File: src/hw/rtl/rau_pkg.sv
// Package of the rational arithmetic unit: field widths, word type and operation codes.
package rau_pkg;

    // Port field widths, fixed
    localparam int unsigned RAU_FIELD_BITS = 32;
    localparam int unsigned RAU_OP_BITS    = 3;

    // Default working word width
    localparam int unsigned RAU_WORD_BITS  = 32;

    typedef logic signed [RAU_FIELD_BITS-1:0] t_word;
    typedef logic [RAU_OP_BITS-1:0]           t_op;

    // Operation codes
    localparam t_op OP_REDUCE  = 3'd0;
    localparam t_op OP_ADD     = 3'd1;
    localparam t_op OP_SUB     = 3'd2;
    localparam t_op OP_EQUAL   = 3'd3;
    localparam t_op OP_GREATER = 3'd4;
    localparam t_op OP_INCR    = 3'd5;

endpackage

File: src/hw/rtl/rau_if.sv
// Request and result channel interfaces of the rational arithmetic unit.
interface rau_req_if;
    import rau_pkg::*;

    logic  valid;
    logic  ready;
    t_op   op;
    t_word num_a;
    t_word den_a;
    t_word num_b;
    t_word den_b;

    modport source (output valid, op, num_a, den_a, num_b, den_b, input ready);
    modport sink   (input valid, op, num_a, den_a, num_b, den_b, output ready);
endinterface

interface rau_rsp_if;
    import rau_pkg::*;

    logic  valid;
    logic  ready;
    t_word res_num;
    t_word res_den;
    logic  truth;
    logic  div_zero;

    modport source (output valid, res_num, res_den, truth, div_zero, input ready);
    modport sink   (input valid, res_num, res_den, truth, div_zero, output ready);
endinterface

File: src/hw/rtl/rau_mul.sv
// Shared signed multiplier with a registered full-width product.
module rau_mul #(
    parameter int unsigned W = rau_pkg::RAU_WORD_BITS
) (
    input  logic                  i_clk,
    input  logic signed [W-1:0]   i_a,
    input  logic signed [W-1:0]   i_b,
    output logic signed [2*W-1:0] o_p
);
    import rau_pkg::*;

    logic signed [2*W-1:0] r_p;

    // exact product, registered
    always_ff @(posedge i_clk) begin
        r_p <= i_a * i_b;
    end

    assign o_p = r_p;

endmodule

File: src/hw/rtl/rau_div.sv
// Radix-2 restoring divider giving truncating quotient and remainder of signed words.
module rau_div #(
    parameter int unsigned W = rau_pkg::RAU_WORD_BITS
) (
    input  logic                i_clk,
    input  logic                i_rst_n,
    input  logic                i_start,
    input  logic signed [W-1:0] i_dividend,
    input  logic signed [W-1:0] i_divisor,
    output logic                o_done,
    output logic signed [W-1:0] o_quo,
    output logic signed [W-1:0] o_rem
);
    import rau_pkg::*;

    localparam int unsigned CW = $clog2(W);

    typedef enum logic [1:0] {DV_IDLE, DV_RUN, DV_FIX} t_dv_state;

    t_dv_state           r_state;
    logic [CW-1:0]       r_cnt;
    logic [W-1:0]        r_rem;
    logic [W-1:0]        r_quo;
    logic [W-1:0]        r_bmag;
    logic                r_neg_q;
    logic                r_neg_r;
    logic                r_done;
    logic signed [W-1:0] r_o_quo;
    logic signed [W-1:0] r_o_rem;

    logic [W-1:0]        amag;
    logic [W-1:0]        bmag;
    logic [W:0]          shifted;
    logic [W:0]          diff;

    // magnitudes; the most negative word maps to 2^(W-1), which still fits
    assign amag = i_dividend[W-1] ? (~i_dividend + W'(1)) : i_dividend;
    assign bmag = i_divisor[W-1]  ? (~i_divisor  + W'(1)) : i_divisor;

    // one trial subtraction per cycle
    assign shifted = {r_rem, r_quo[W-1]};
    assign diff    = shifted - {1'b0, r_bmag};

    always_ff @(posedge i_clk) begin
        if (!i_rst_n) begin
            r_state <= DV_IDLE;
            r_done  <= 1'b0;
        end else begin
            // done is a one-cycle strobe, registered from the sign fix-up state
            r_done <= (r_state == DV_FIX);
            unique case (r_state)
                DV_IDLE: begin
                    if (i_start) begin
                        r_rem   <= '0;
                        r_quo   <= amag;
                        r_bmag  <= bmag;
                        r_neg_q <= i_dividend[W-1] ^ i_divisor[W-1];
                        r_neg_r <= i_dividend[W-1];
                        r_cnt   <= '0;
                        r_state <= DV_RUN;
                    end
                end
                DV_RUN: begin
                    if (!diff[W]) begin
                        r_rem <= diff[W-1:0];
                        r_quo <= {r_quo[W-2:0], 1'b1};
                    end else begin
                        r_rem <= shifted[W-1:0];
                        r_quo <= {r_quo[W-2:0], 1'b0};
                    end
                    r_cnt <= r_cnt + CW'(1);
                    if (r_cnt == CW'(W - 1)) begin
                        r_state <= DV_FIX;
                    end
                end
                DV_FIX: begin
                    // signs as C gives them: remainder follows the dividend
                    r_o_quo <= r_neg_q ? (~r_quo + W'(1)) : r_quo;
                    r_o_rem <= r_neg_r ? (~r_rem + W'(1)) : r_rem;
                    r_state <= DV_IDLE;
                end
            endcase
        end
    end

    assign o_done = r_done;
    assign o_quo  = r_o_quo;
    assign o_rem  = r_o_rem;

endmodule

File: src/hw/rtl/rational_arith_unit.sv
// Rational arithmetic unit: add, subtract, compare, numerator increment and gcd reduction of fractions.
// Compares go from the multiplies straight to the output, as do unused codes from idle.
// Reduce and increment run a Euclid gcd loop of divider remainder steps (at most 45 at
// W = 32), then divide numerator and denominator by the gcd; add and subtract multiply first.
// One request at a time: ready returns together with the result in the output register,
// whose load waits while a result is held. Synchronous active-low reset: idle, output empty.
module rational_arith_unit #(
    parameter int unsigned WORD_BITS = rau_pkg::RAU_WORD_BITS
) (
    input  logic      i_clk,
    input  logic      i_rst_n,
    rau_req_if.sink   i_req,
    rau_rsp_if.source o_rsp
);
    import rau_pkg::*;

    localparam int unsigned W = WORD_BITS;

    typedef enum logic [3:0] {
        S_IDLE, S_MUL0, S_MUL1, S_MUL2, S_MUL3, S_EVAL, S_RED,
        S_GCD_GO, S_GCD_WAIT, S_QN_GO, S_QN_WAIT, S_QD_GO, S_QD_WAIT, S_OUT
    } t_state;

    t_state                r_state;
    t_op                   r_op;
    logic signed [W-1:0]   r_na;
    logic signed [W-1:0]   r_da;
    logic signed [W-1:0]   r_nb;
    logic signed [W-1:0]   r_db;
    logic signed [2*W-1:0] r_p1;
    logic signed [2*W-1:0] r_p2;
    logic signed [W-1:0]   r_pd;
    logic signed [W-1:0]   r_n;
    logic signed [W-1:0]   r_d;
    logic signed [W-1:0]   r_x;
    logic signed [W-1:0]   r_y;
    logic signed [W-1:0]   r_rs_num;
    logic signed [W-1:0]   r_rs_den;
    logic                  r_rs_truth;
    logic                  r_rs_dz;
    logic                  r_o_valid;
    logic signed [W-1:0]   r_o_num;
    logic signed [W-1:0]   r_o_den;
    logic                  r_o_truth;
    logic                  r_o_dz;

    logic signed [W-1:0]   mul_a;
    logic signed [W-1:0]   mul_b;
    logic signed [2*W-1:0] mul_p;
    logic                  div_start;
    logic signed [W-1:0]   div_a;
    logic signed [W-1:0]   div_b;
    logic                  div_done;
    logic signed [W-1:0]   div_quo;
    logic signed [W-1:0]   div_rem;
    logic                  den_neg;
    logic                  out_free;

    // request fields taken at their low W bits
    logic signed [W-1:0]   in_na;
    logic signed [W-1:0]   in_da;
    logic signed [W-1:0]   in_nb;
    logic signed [W-1:0]   in_db;

    assign in_na = i_req.num_a[W-1:0];
    assign in_da = i_req.den_a[W-1:0];
    assign in_nb = i_req.num_b[W-1:0];
    assign in_db = i_req.den_b[W-1:0];

    // multiplier operand selection: na*db, nb*da, da*db
    always_comb begin
        unique case (r_state)
            S_MUL1: begin
                mul_a = r_nb;
                mul_b = r_da;
            end
            S_MUL2: begin
                mul_a = r_da;
                mul_b = r_db;
            end
            default: begin
                mul_a = r_na;
                mul_b = r_db;
            end
        endcase
    end

    // divider operands: Euclid step x rem y, then n / g and d / g
    always_comb begin
        div_start = 1'b0;
        div_a     = r_x;
        div_b     = r_y;
        unique case (r_state)
            S_GCD_GO: begin
                div_start = 1'b1;
            end
            S_QN_GO: begin
                div_start = 1'b1;
                div_a     = r_n;
                div_b     = r_x;
            end
            S_QD_GO: begin
                div_start = 1'b1;
                div_a     = r_d;
                div_b     = r_x;
            end
            default: begin
                div_start = 1'b0;
            end
        endcase
    end

    rau_mul #(.W(W)) u_mul (
        .i_clk (i_clk),
        .i_a   (mul_a),
        .i_b   (mul_b),
        .o_p   (mul_p)
    );

    rau_div #(.W(W)) u_div (
        .i_clk      (i_clk),
        .i_rst_n    (i_rst_n),
        .i_start    (div_start),
        .i_dividend (div_a),
        .i_divisor  (div_b),
        .o_done     (div_done),
        .o_quo      (div_quo),
        .o_rem      (div_rem)
    );

    assign den_neg  = r_da[W-1] ^ r_db[W-1];
    assign out_free = !r_o_valid || o_rsp.ready;

    // sequencer and output register
    always_ff @(posedge i_clk) begin
        if (!i_rst_n) begin
            r_state   <= S_IDLE;
            r_o_valid <= 1'b0;
        end else begin
            // taken result leaves unless a new one is loaded this cycle
            if (o_rsp.ready && r_state != S_OUT) begin
                r_o_valid <= 1'b0;
            end
            unique case (r_state)
                S_IDLE: begin
                    if (i_req.valid) begin
                        r_op       <= i_req.op;
                        r_na       <= in_na;
                        r_da       <= in_da;
                        r_nb       <= in_nb;
                        r_db       <= in_db;
                        r_n        <= (i_req.op == OP_INCR) ? (in_na + W'(1)) : in_na;
                        r_d        <= in_da;
                        r_rs_num   <= '0;
                        r_rs_den   <= '0;
                        r_rs_truth <= 1'b0;
                        r_rs_dz    <= 1'b0;
                        unique case (i_req.op)
                            OP_REDUCE: r_state <= S_RED;
                            OP_INCR:   r_state <= S_RED;
                            OP_ADD, OP_SUB, OP_EQUAL, OP_GREATER: r_state <= S_MUL0;
                            default: r_state <= S_OUT;
                        endcase
                    end
                end
                S_MUL0: r_state <= S_MUL1;
                S_MUL1: begin
                    r_p1    <= mul_p;
                    r_state <= S_MUL2;
                end
                S_MUL2: begin
                    r_p2    <= mul_p;
                    r_state <= S_MUL3;
                end
                S_MUL3: begin
                    r_pd    <= mul_p[W-1:0];
                    r_state <= S_EVAL;
                end
                S_EVAL: begin
                    if (r_op == OP_ADD || r_op == OP_SUB) begin
                        // wrapped sum over wrapped denominator product
                        r_n     <= (r_op == OP_ADD) ? (r_p1[W-1:0] + r_p2[W-1:0])
                                                    : (r_p1[W-1:0] - r_p2[W-1:0]);
                        r_d     <= r_pd;
                        r_state <= S_RED;
                    end else begin
                        // exact cross-product compare, or the divide-by-zero flag on a zero denominator
                        if (r_da == '0 || r_db == '0) begin
                            r_rs_dz <= 1'b1;
                        end else if (r_op == OP_EQUAL) begin
                            r_rs_truth <= (r_p1 == r_p2);
                        end else begin
                            r_rs_truth <= den_neg ? (r_p1 < r_p2) : (r_p1 > r_p2);
                        end
                        r_state <= S_OUT;
                    end
                end
                S_RED: begin
                    if (r_d == '0) begin
                        r_rs_dz <= 1'b1;
                        r_state <= S_OUT;
                    end else begin
                        r_x     <= r_n;
                        r_y     <= r_d;
                        r_state <= S_GCD_GO;
                    end
                end
                S_GCD_GO: r_state <= S_GCD_WAIT;
                S_GCD_WAIT: begin
                    if (div_done) begin
                        r_x     <= r_y;
                        r_y     <= div_rem;
                        r_state <= (div_rem == '0) ? S_QN_GO : S_GCD_GO;
                    end
                end
                S_QN_GO: r_state <= S_QN_WAIT;
                S_QN_WAIT: begin
                    if (div_done) begin
                        r_rs_num <= div_quo;
                        r_state  <= S_QD_GO;
                    end
                end
                S_QD_GO: r_state <= S_QD_WAIT;
                S_QD_WAIT: begin
                    if (div_done) begin
                        r_rs_den <= div_quo;
                        r_state  <= S_OUT;
                    end
                end
                S_OUT: begin
                    if (out_free) begin
                        r_o_valid <= 1'b1;
                        r_o_num   <= r_rs_num;
                        r_o_den   <= r_rs_den;
                        r_o_truth <= r_rs_truth;
                        r_o_dz    <= r_rs_dz;
                        r_state   <= S_IDLE;
                    end
                end
            endcase
        end
    end

    assign i_req.ready      = (r_state == S_IDLE);
    assign o_rsp.valid      = r_o_valid;
    assign o_rsp.res_num    = RAU_FIELD_BITS'(r_o_num);
    assign o_rsp.res_den    = RAU_FIELD_BITS'(r_o_den);
    assign o_rsp.truth      = r_o_truth;
    assign o_rsp.div_zero   = r_o_dz;

endmodule

File: src/flat_wrapper.sv
// flat-port wrapper written by rule: the top's interface ports become plain ports
module rational_arith_unit_flat import rau_pkg::*;
#(
    parameter int unsigned WORD_BITS = rau_pkg::RAU_WORD_BITS
)
  (i_clk, i_rst_n, i_req_valid, i_req_op, i_req_num_a, i_req_den_a, i_req_num_b, i_req_den_b, i_req_ready, o_rsp_valid, o_rsp_res_num, o_rsp_res_den, o_rsp_truth, o_rsp_div_zero, o_rsp_ready);
  rau_req_if i_req_i ();
  rau_rsp_if o_rsp_i ();
  input  logic i_clk;
  input  logic i_rst_n;
  input wire logic [$bits(i_req_i.valid)-1:0] i_req_valid;
  input wire logic [$bits(i_req_i.op)-1:0] i_req_op;
  input wire logic [$bits(i_req_i.num_a)-1:0] i_req_num_a;
  input wire logic [$bits(i_req_i.den_a)-1:0] i_req_den_a;
  input wire logic [$bits(i_req_i.num_b)-1:0] i_req_num_b;
  input wire logic [$bits(i_req_i.den_b)-1:0] i_req_den_b;
  output wire logic [$bits(i_req_i.ready)-1:0] i_req_ready;
  output wire logic [$bits(o_rsp_i.valid)-1:0] o_rsp_valid;
  output wire logic [$bits(o_rsp_i.res_num)-1:0] o_rsp_res_num;
  output wire logic [$bits(o_rsp_i.res_den)-1:0] o_rsp_res_den;
  output wire logic [$bits(o_rsp_i.truth)-1:0] o_rsp_truth;
  output wire logic [$bits(o_rsp_i.div_zero)-1:0] o_rsp_div_zero;
  input wire logic [$bits(o_rsp_i.ready)-1:0] o_rsp_ready;
  assign i_req_i.valid = i_req_valid;
  assign i_req_i.op = i_req_op;
  assign i_req_i.num_a = i_req_num_a;
  assign i_req_i.den_a = i_req_den_a;
  assign i_req_i.num_b = i_req_num_b;
  assign i_req_i.den_b = i_req_den_b;
  assign i_req_ready = i_req_i.ready;
  assign o_rsp_valid = o_rsp_i.valid;
  assign o_rsp_res_num = o_rsp_i.res_num;
  assign o_rsp_res_den = o_rsp_i.res_den;
  assign o_rsp_truth = o_rsp_i.truth;
  assign o_rsp_div_zero = o_rsp_i.div_zero;
  assign o_rsp_i.ready = o_rsp_ready;
  rational_arith_unit #(.WORD_BITS(WORD_BITS)) u_core (.i_clk(i_clk), .i_rst_n(i_rst_n), .i_req(i_req_i), .o_rsp(o_rsp_i));
endmodule
File: config.mk
export PLATFORM = sky130hd
export DESIGN_NAME = rational_arith_unit_flat
export DESIGN_NICKNAME = d
export VERILOG_FILES = /design/src/hw/rtl/rau_pkg.sv /design/src/hw/rtl/rau_if.sv /design/src/hw/rtl/rau_mul.sv /design/src/hw/rtl/rau_div.sv /design/src/hw/rtl/rational_arith_unit.sv /design/src/flat_wrapper.sv
export SDC_FILE = /design/constraint.sdc
export NUM_CORES = 2
export LEC_CHECK = 0
export BUFFER_PORTS_ARGS = -buffer_cell sky130_fd_sc_hd__buf_2
export CORE_MARGIN = 2
export CORE_UTILIZATION = 30
export CTS_CLUSTER_DIAMETER = 150
export DETAILED_ROUTE_END_ITERATION = 8
export GPL_ROUTABILITY_DRIVEN = 0
export PLACE_DENSITY_LB_ADDON = 0.1
export SYNTH_ARGS = -nofsm -noshare
export SYNTH_HDL_FRONTEND = slang
export SYNTH_HIERARCHICAL = 1
export SYNTH_SLANG_ARGS = --single-unit
File: constraint.sdc
create_clock -name i_clk -period 11.09 [get_ports i_clk]
set_input_delay 0.5545 -clock i_clk [delete_from_list [all_inputs] [get_ports i_clk]]
set_output_delay 0.5545 -clock i_clk [all_outputs]
set_load 0.1 [all_outputs]
==> results.sh <==
export IMPL_n_fill_cell=25033
export IMPL_core_area_um2=246000
export IMPL_dp_hpwl_um=197000
export IMPL_worstPathRequired_ns=11.68
export IMPL_design_area_um2=82700
export IMPL_status="finished with violations"
export IMPL_clock_latency_ns=0.71
export IMPL_tns_ns=0
export IMPL_die_area_um2=251000
export IMPL_dpl_cell_area_um2=79200
export IMPL_synth_edf_count=718
export IMPL_seq_area_frac_synth=0.310
export IMPL_antenna_found_initial=24
export IMPL_violations="DRC"
export IMPL_worstMarginPinSlew_ns=1.22
export IMPL_synth_top_family_by_area="adder cells"
export IMPL_synth_net_count=8469
export IMPL_synth_seq_cells=790
export IMPL_post_route_period_util=0.957
export IMPL_post_cts_buffers=0
export IMPL_routed_wl_um=248000
export IMPL_syn_inst=6923
export IMPL_hold_slack_ns=0.0597
export IMPL_drt_vias_per_instance=4.80
export IMPL_synth_cell_types=109
export IMPL_cts_resized=0
export IMPL_synth_mux_area_frac=0.0242
export IMPL_crit_path_start="u_core/r_state[1]"
export IMPL_rsz0062_at_grt="false"
export IMPL_synth_ff_type="edfxtp_1"
export IMPL_clock_skew_ns=0.0452
export IMPL_grt_first_pass_wirelength_um=368000
export IMPL_syn_area_per_cell_um2=10.7
export IMPL_cts_sinks=790
export IMPL_dr_pass1_iters=9
export IMPL_endpoint_kind="flip-flop"
export IMPL_grt_pass1_vias=53696
export IMPL_area_growth_pct=11.5
export IMPL_post_route_drc_count=16
export IMPL_path_class="reg2reg"
export IMPL_die_w_um=501
export IMPL_grt_overflow_total=0
export IMPL_hold_viol_final=0
export IMPL_worst_hold_startpoint="i_req_den_a[2]"
export IMPL_dp_slack_ns=0.547
export IMPL_synthAdderAreaFrac=0.347
export IMPL_synth_compound_area_share=0.0707
export IMPL_clk_path_buf_depth=3
export IMPL_finalCriticalPeriod_ns=10.61
export IMPL_max_clock_freq_ghz=0.0942
export IMPL_worstPathArrival_ns=11.20
export IMPL_vias=49782
export IMPL_grt_max_degree=83
export IMPL_async_flop_share=0
export IMPL_cts_buffers_inserted=86
export IMPL_setup_slack_ns=0.479
export IMPL_hold_class="in2reg"
export IMPL_cts_hold_fix_buffers=51
export IMPL_nets=8617
export IMPL_rows=182
export IMPL_synth_xor_area_share=0.0355
export IMPL_setup_violations=0
export IMPL_slew_headroom=0.184
export IMPL_drive_above_1_share=0.0980
export IMPL_crit_fanout=28
export IMPL_root_buffer="clkbuf_16"
export IMPL_tritoncts="done"
export IMPL_wl_per_cell_um=23.9
export IMPL_grtUsageTotal=0.198
export IMPL_start_kind="flip-flop"
export IMPL_final_common_cell="inv_1"
export IMPL_clk_pin_slew_ns=0.07
export IMPL_layout_common_cells="inv_1, fa_1, nand2_1"
export IMPL_dieHeight_um=501
export IMPL_maxCapViolCount=0
export IMPL_r2r_start="u_core/r_state[1]"
export IMPL_ant_nets=0
export IMPL_drtIter0Drc=3508
export IMPL_pin_count=203
export IMPL_slew_viol_final=0
export IMPL_yosysWarnings=6
export IMPL_port_buffers=202
export IMPL_synth_area_um2=74200
export IMPL_start_util=0.302
export IMPL_cts_max_level=3
export IMPL_synth_simple_gate_area_frac=0.135
final cells by class:
class	instances	area, um2	area share
diodes	5	12.5	0.000151
clock buffers	107	2340	0.0283
clock inverters	53	702	0.00848
inverters	1204	4520	0.0546
multi-input cells	4613	45600	0.551
flip-flops and latches	790	23000	0.278
well taps	3220	4030	0.0487
repair buffers	376	2510	0.0303
state kept, by name, summed over array words and instances, names as in the netlist, 32 cells and up:
name and flops:
u_core/r_p1 64, u_core/r_p2 64, u_core/u_mul/o_p 64, u_core/o_rsp.res_den 32, u_core/o_rsp.res_num 32, u_core/r_d 32, u_core/r_da 32, u_core/r_db 32
u_core/r_n 32, u_core/r_na 32, u_core/r_nb 32, u_core/r_pd 32, u_core/r_rs_den 32, u_core/r_rs_num 32, u_core/r_x 32, u_core/r_y 32
u_core/u_div/o_quo 32, u_core/u_div/o_rem 32, u_core/u_div/r_bmag 32, u_core/u_div/r_quo 32, u_core/u_div/r_rem 32
cell families after synthesis:
group | Yosys count
AND/OR/NAND/NOR | 1997
buffers and inverters | 1520
adder cells (fa/ha/maj) | 1411
flip-flops | 790
AO/OA/AOI/OAI | 741
XOR/XNOR | 301
multiplexers | 163
synthesized netlist by cell type, drive strengths merged (21+ instances only):
library cell,instances,area (um2)
ha,327,4090
fa,1084,21700
nand2b,32,200
or3,34,218
nor3,40,210
a222oi,64,641
o41ai,25,268
nor2b,21,131
dfxtp,72,1440
a21o,75,566
mux2i,34,340
or4,26,203
inv,1204,4520
clkbuf,297,1120
o31ai,35,300
edfxtp,718,21600
xor2,94,823
xnor2,207,1810
nor4,57,412
a21oi,158,806
nand2,852,3200
nand3,66,335
a31oi,21,153
mux2,129,1450
nand4,55,350
o21bai,24,195
nor2,166,626
and2,592,3710
o21ai,197,993
path summary, 6_finish.rpt:
path / to / slack, ns / cells after the start
max: u_core/u_mul/o_p[48] / 0.48 / 26
min: u_core/r_da[2] / 0.06 / 1
max reg2reg: u_core/u_mul/o_p[48] / 0.48 / 26
min reg2reg: u_core/o_rsp.res_num[26] / 0.42 / 0
through the flow:
stage,std cells,utilization
after floorplan,6923,-
after global placement,10152,0.322
after detailed placement,10152,0.322
after CTS,10363,0.336
after global routing,10364,0.336
final,10368,0.336
per-layer routing:
layer	vias up	track usage	wire length, um
met2	1124	0.335	119000
met1	25820	0.272	113000
met3	221	0.0177	9460
met4	0	0.0510	6490
met5	-	0	0
li1	22617	-	-
worst max-delay path, stage by stage (launching register included):
cell      delay, ns
dfxtp_1        0.67
nand2b_1       0.30
or2_2          0.64
a222oi_1       0.65
clkinv_1       0.63
buf_4          0.44
and2_1         0.22
fa_1           0.48
inv_1          0.05
fa_1           0.55
fa_1           0.50
fa_1           0.54
inv_1          0.05
fa_1           0.47
fa_1           0.47
fa_1           0.52
fa_1           0.49
ha_1           0.37
a21o_1         0.27
a21o_1         0.26
o21ba_2        0.33
o221ai_1       0.15
a21oi_2        0.43
o211a_1        0.32
o311ai_2       0.16
o31ai_2        0.26
xnor2_1        0.17
Power is left out: the tool's default activity adds up to more than one toggle a clock period on the data nets, which glitch-free logic cannot reach.
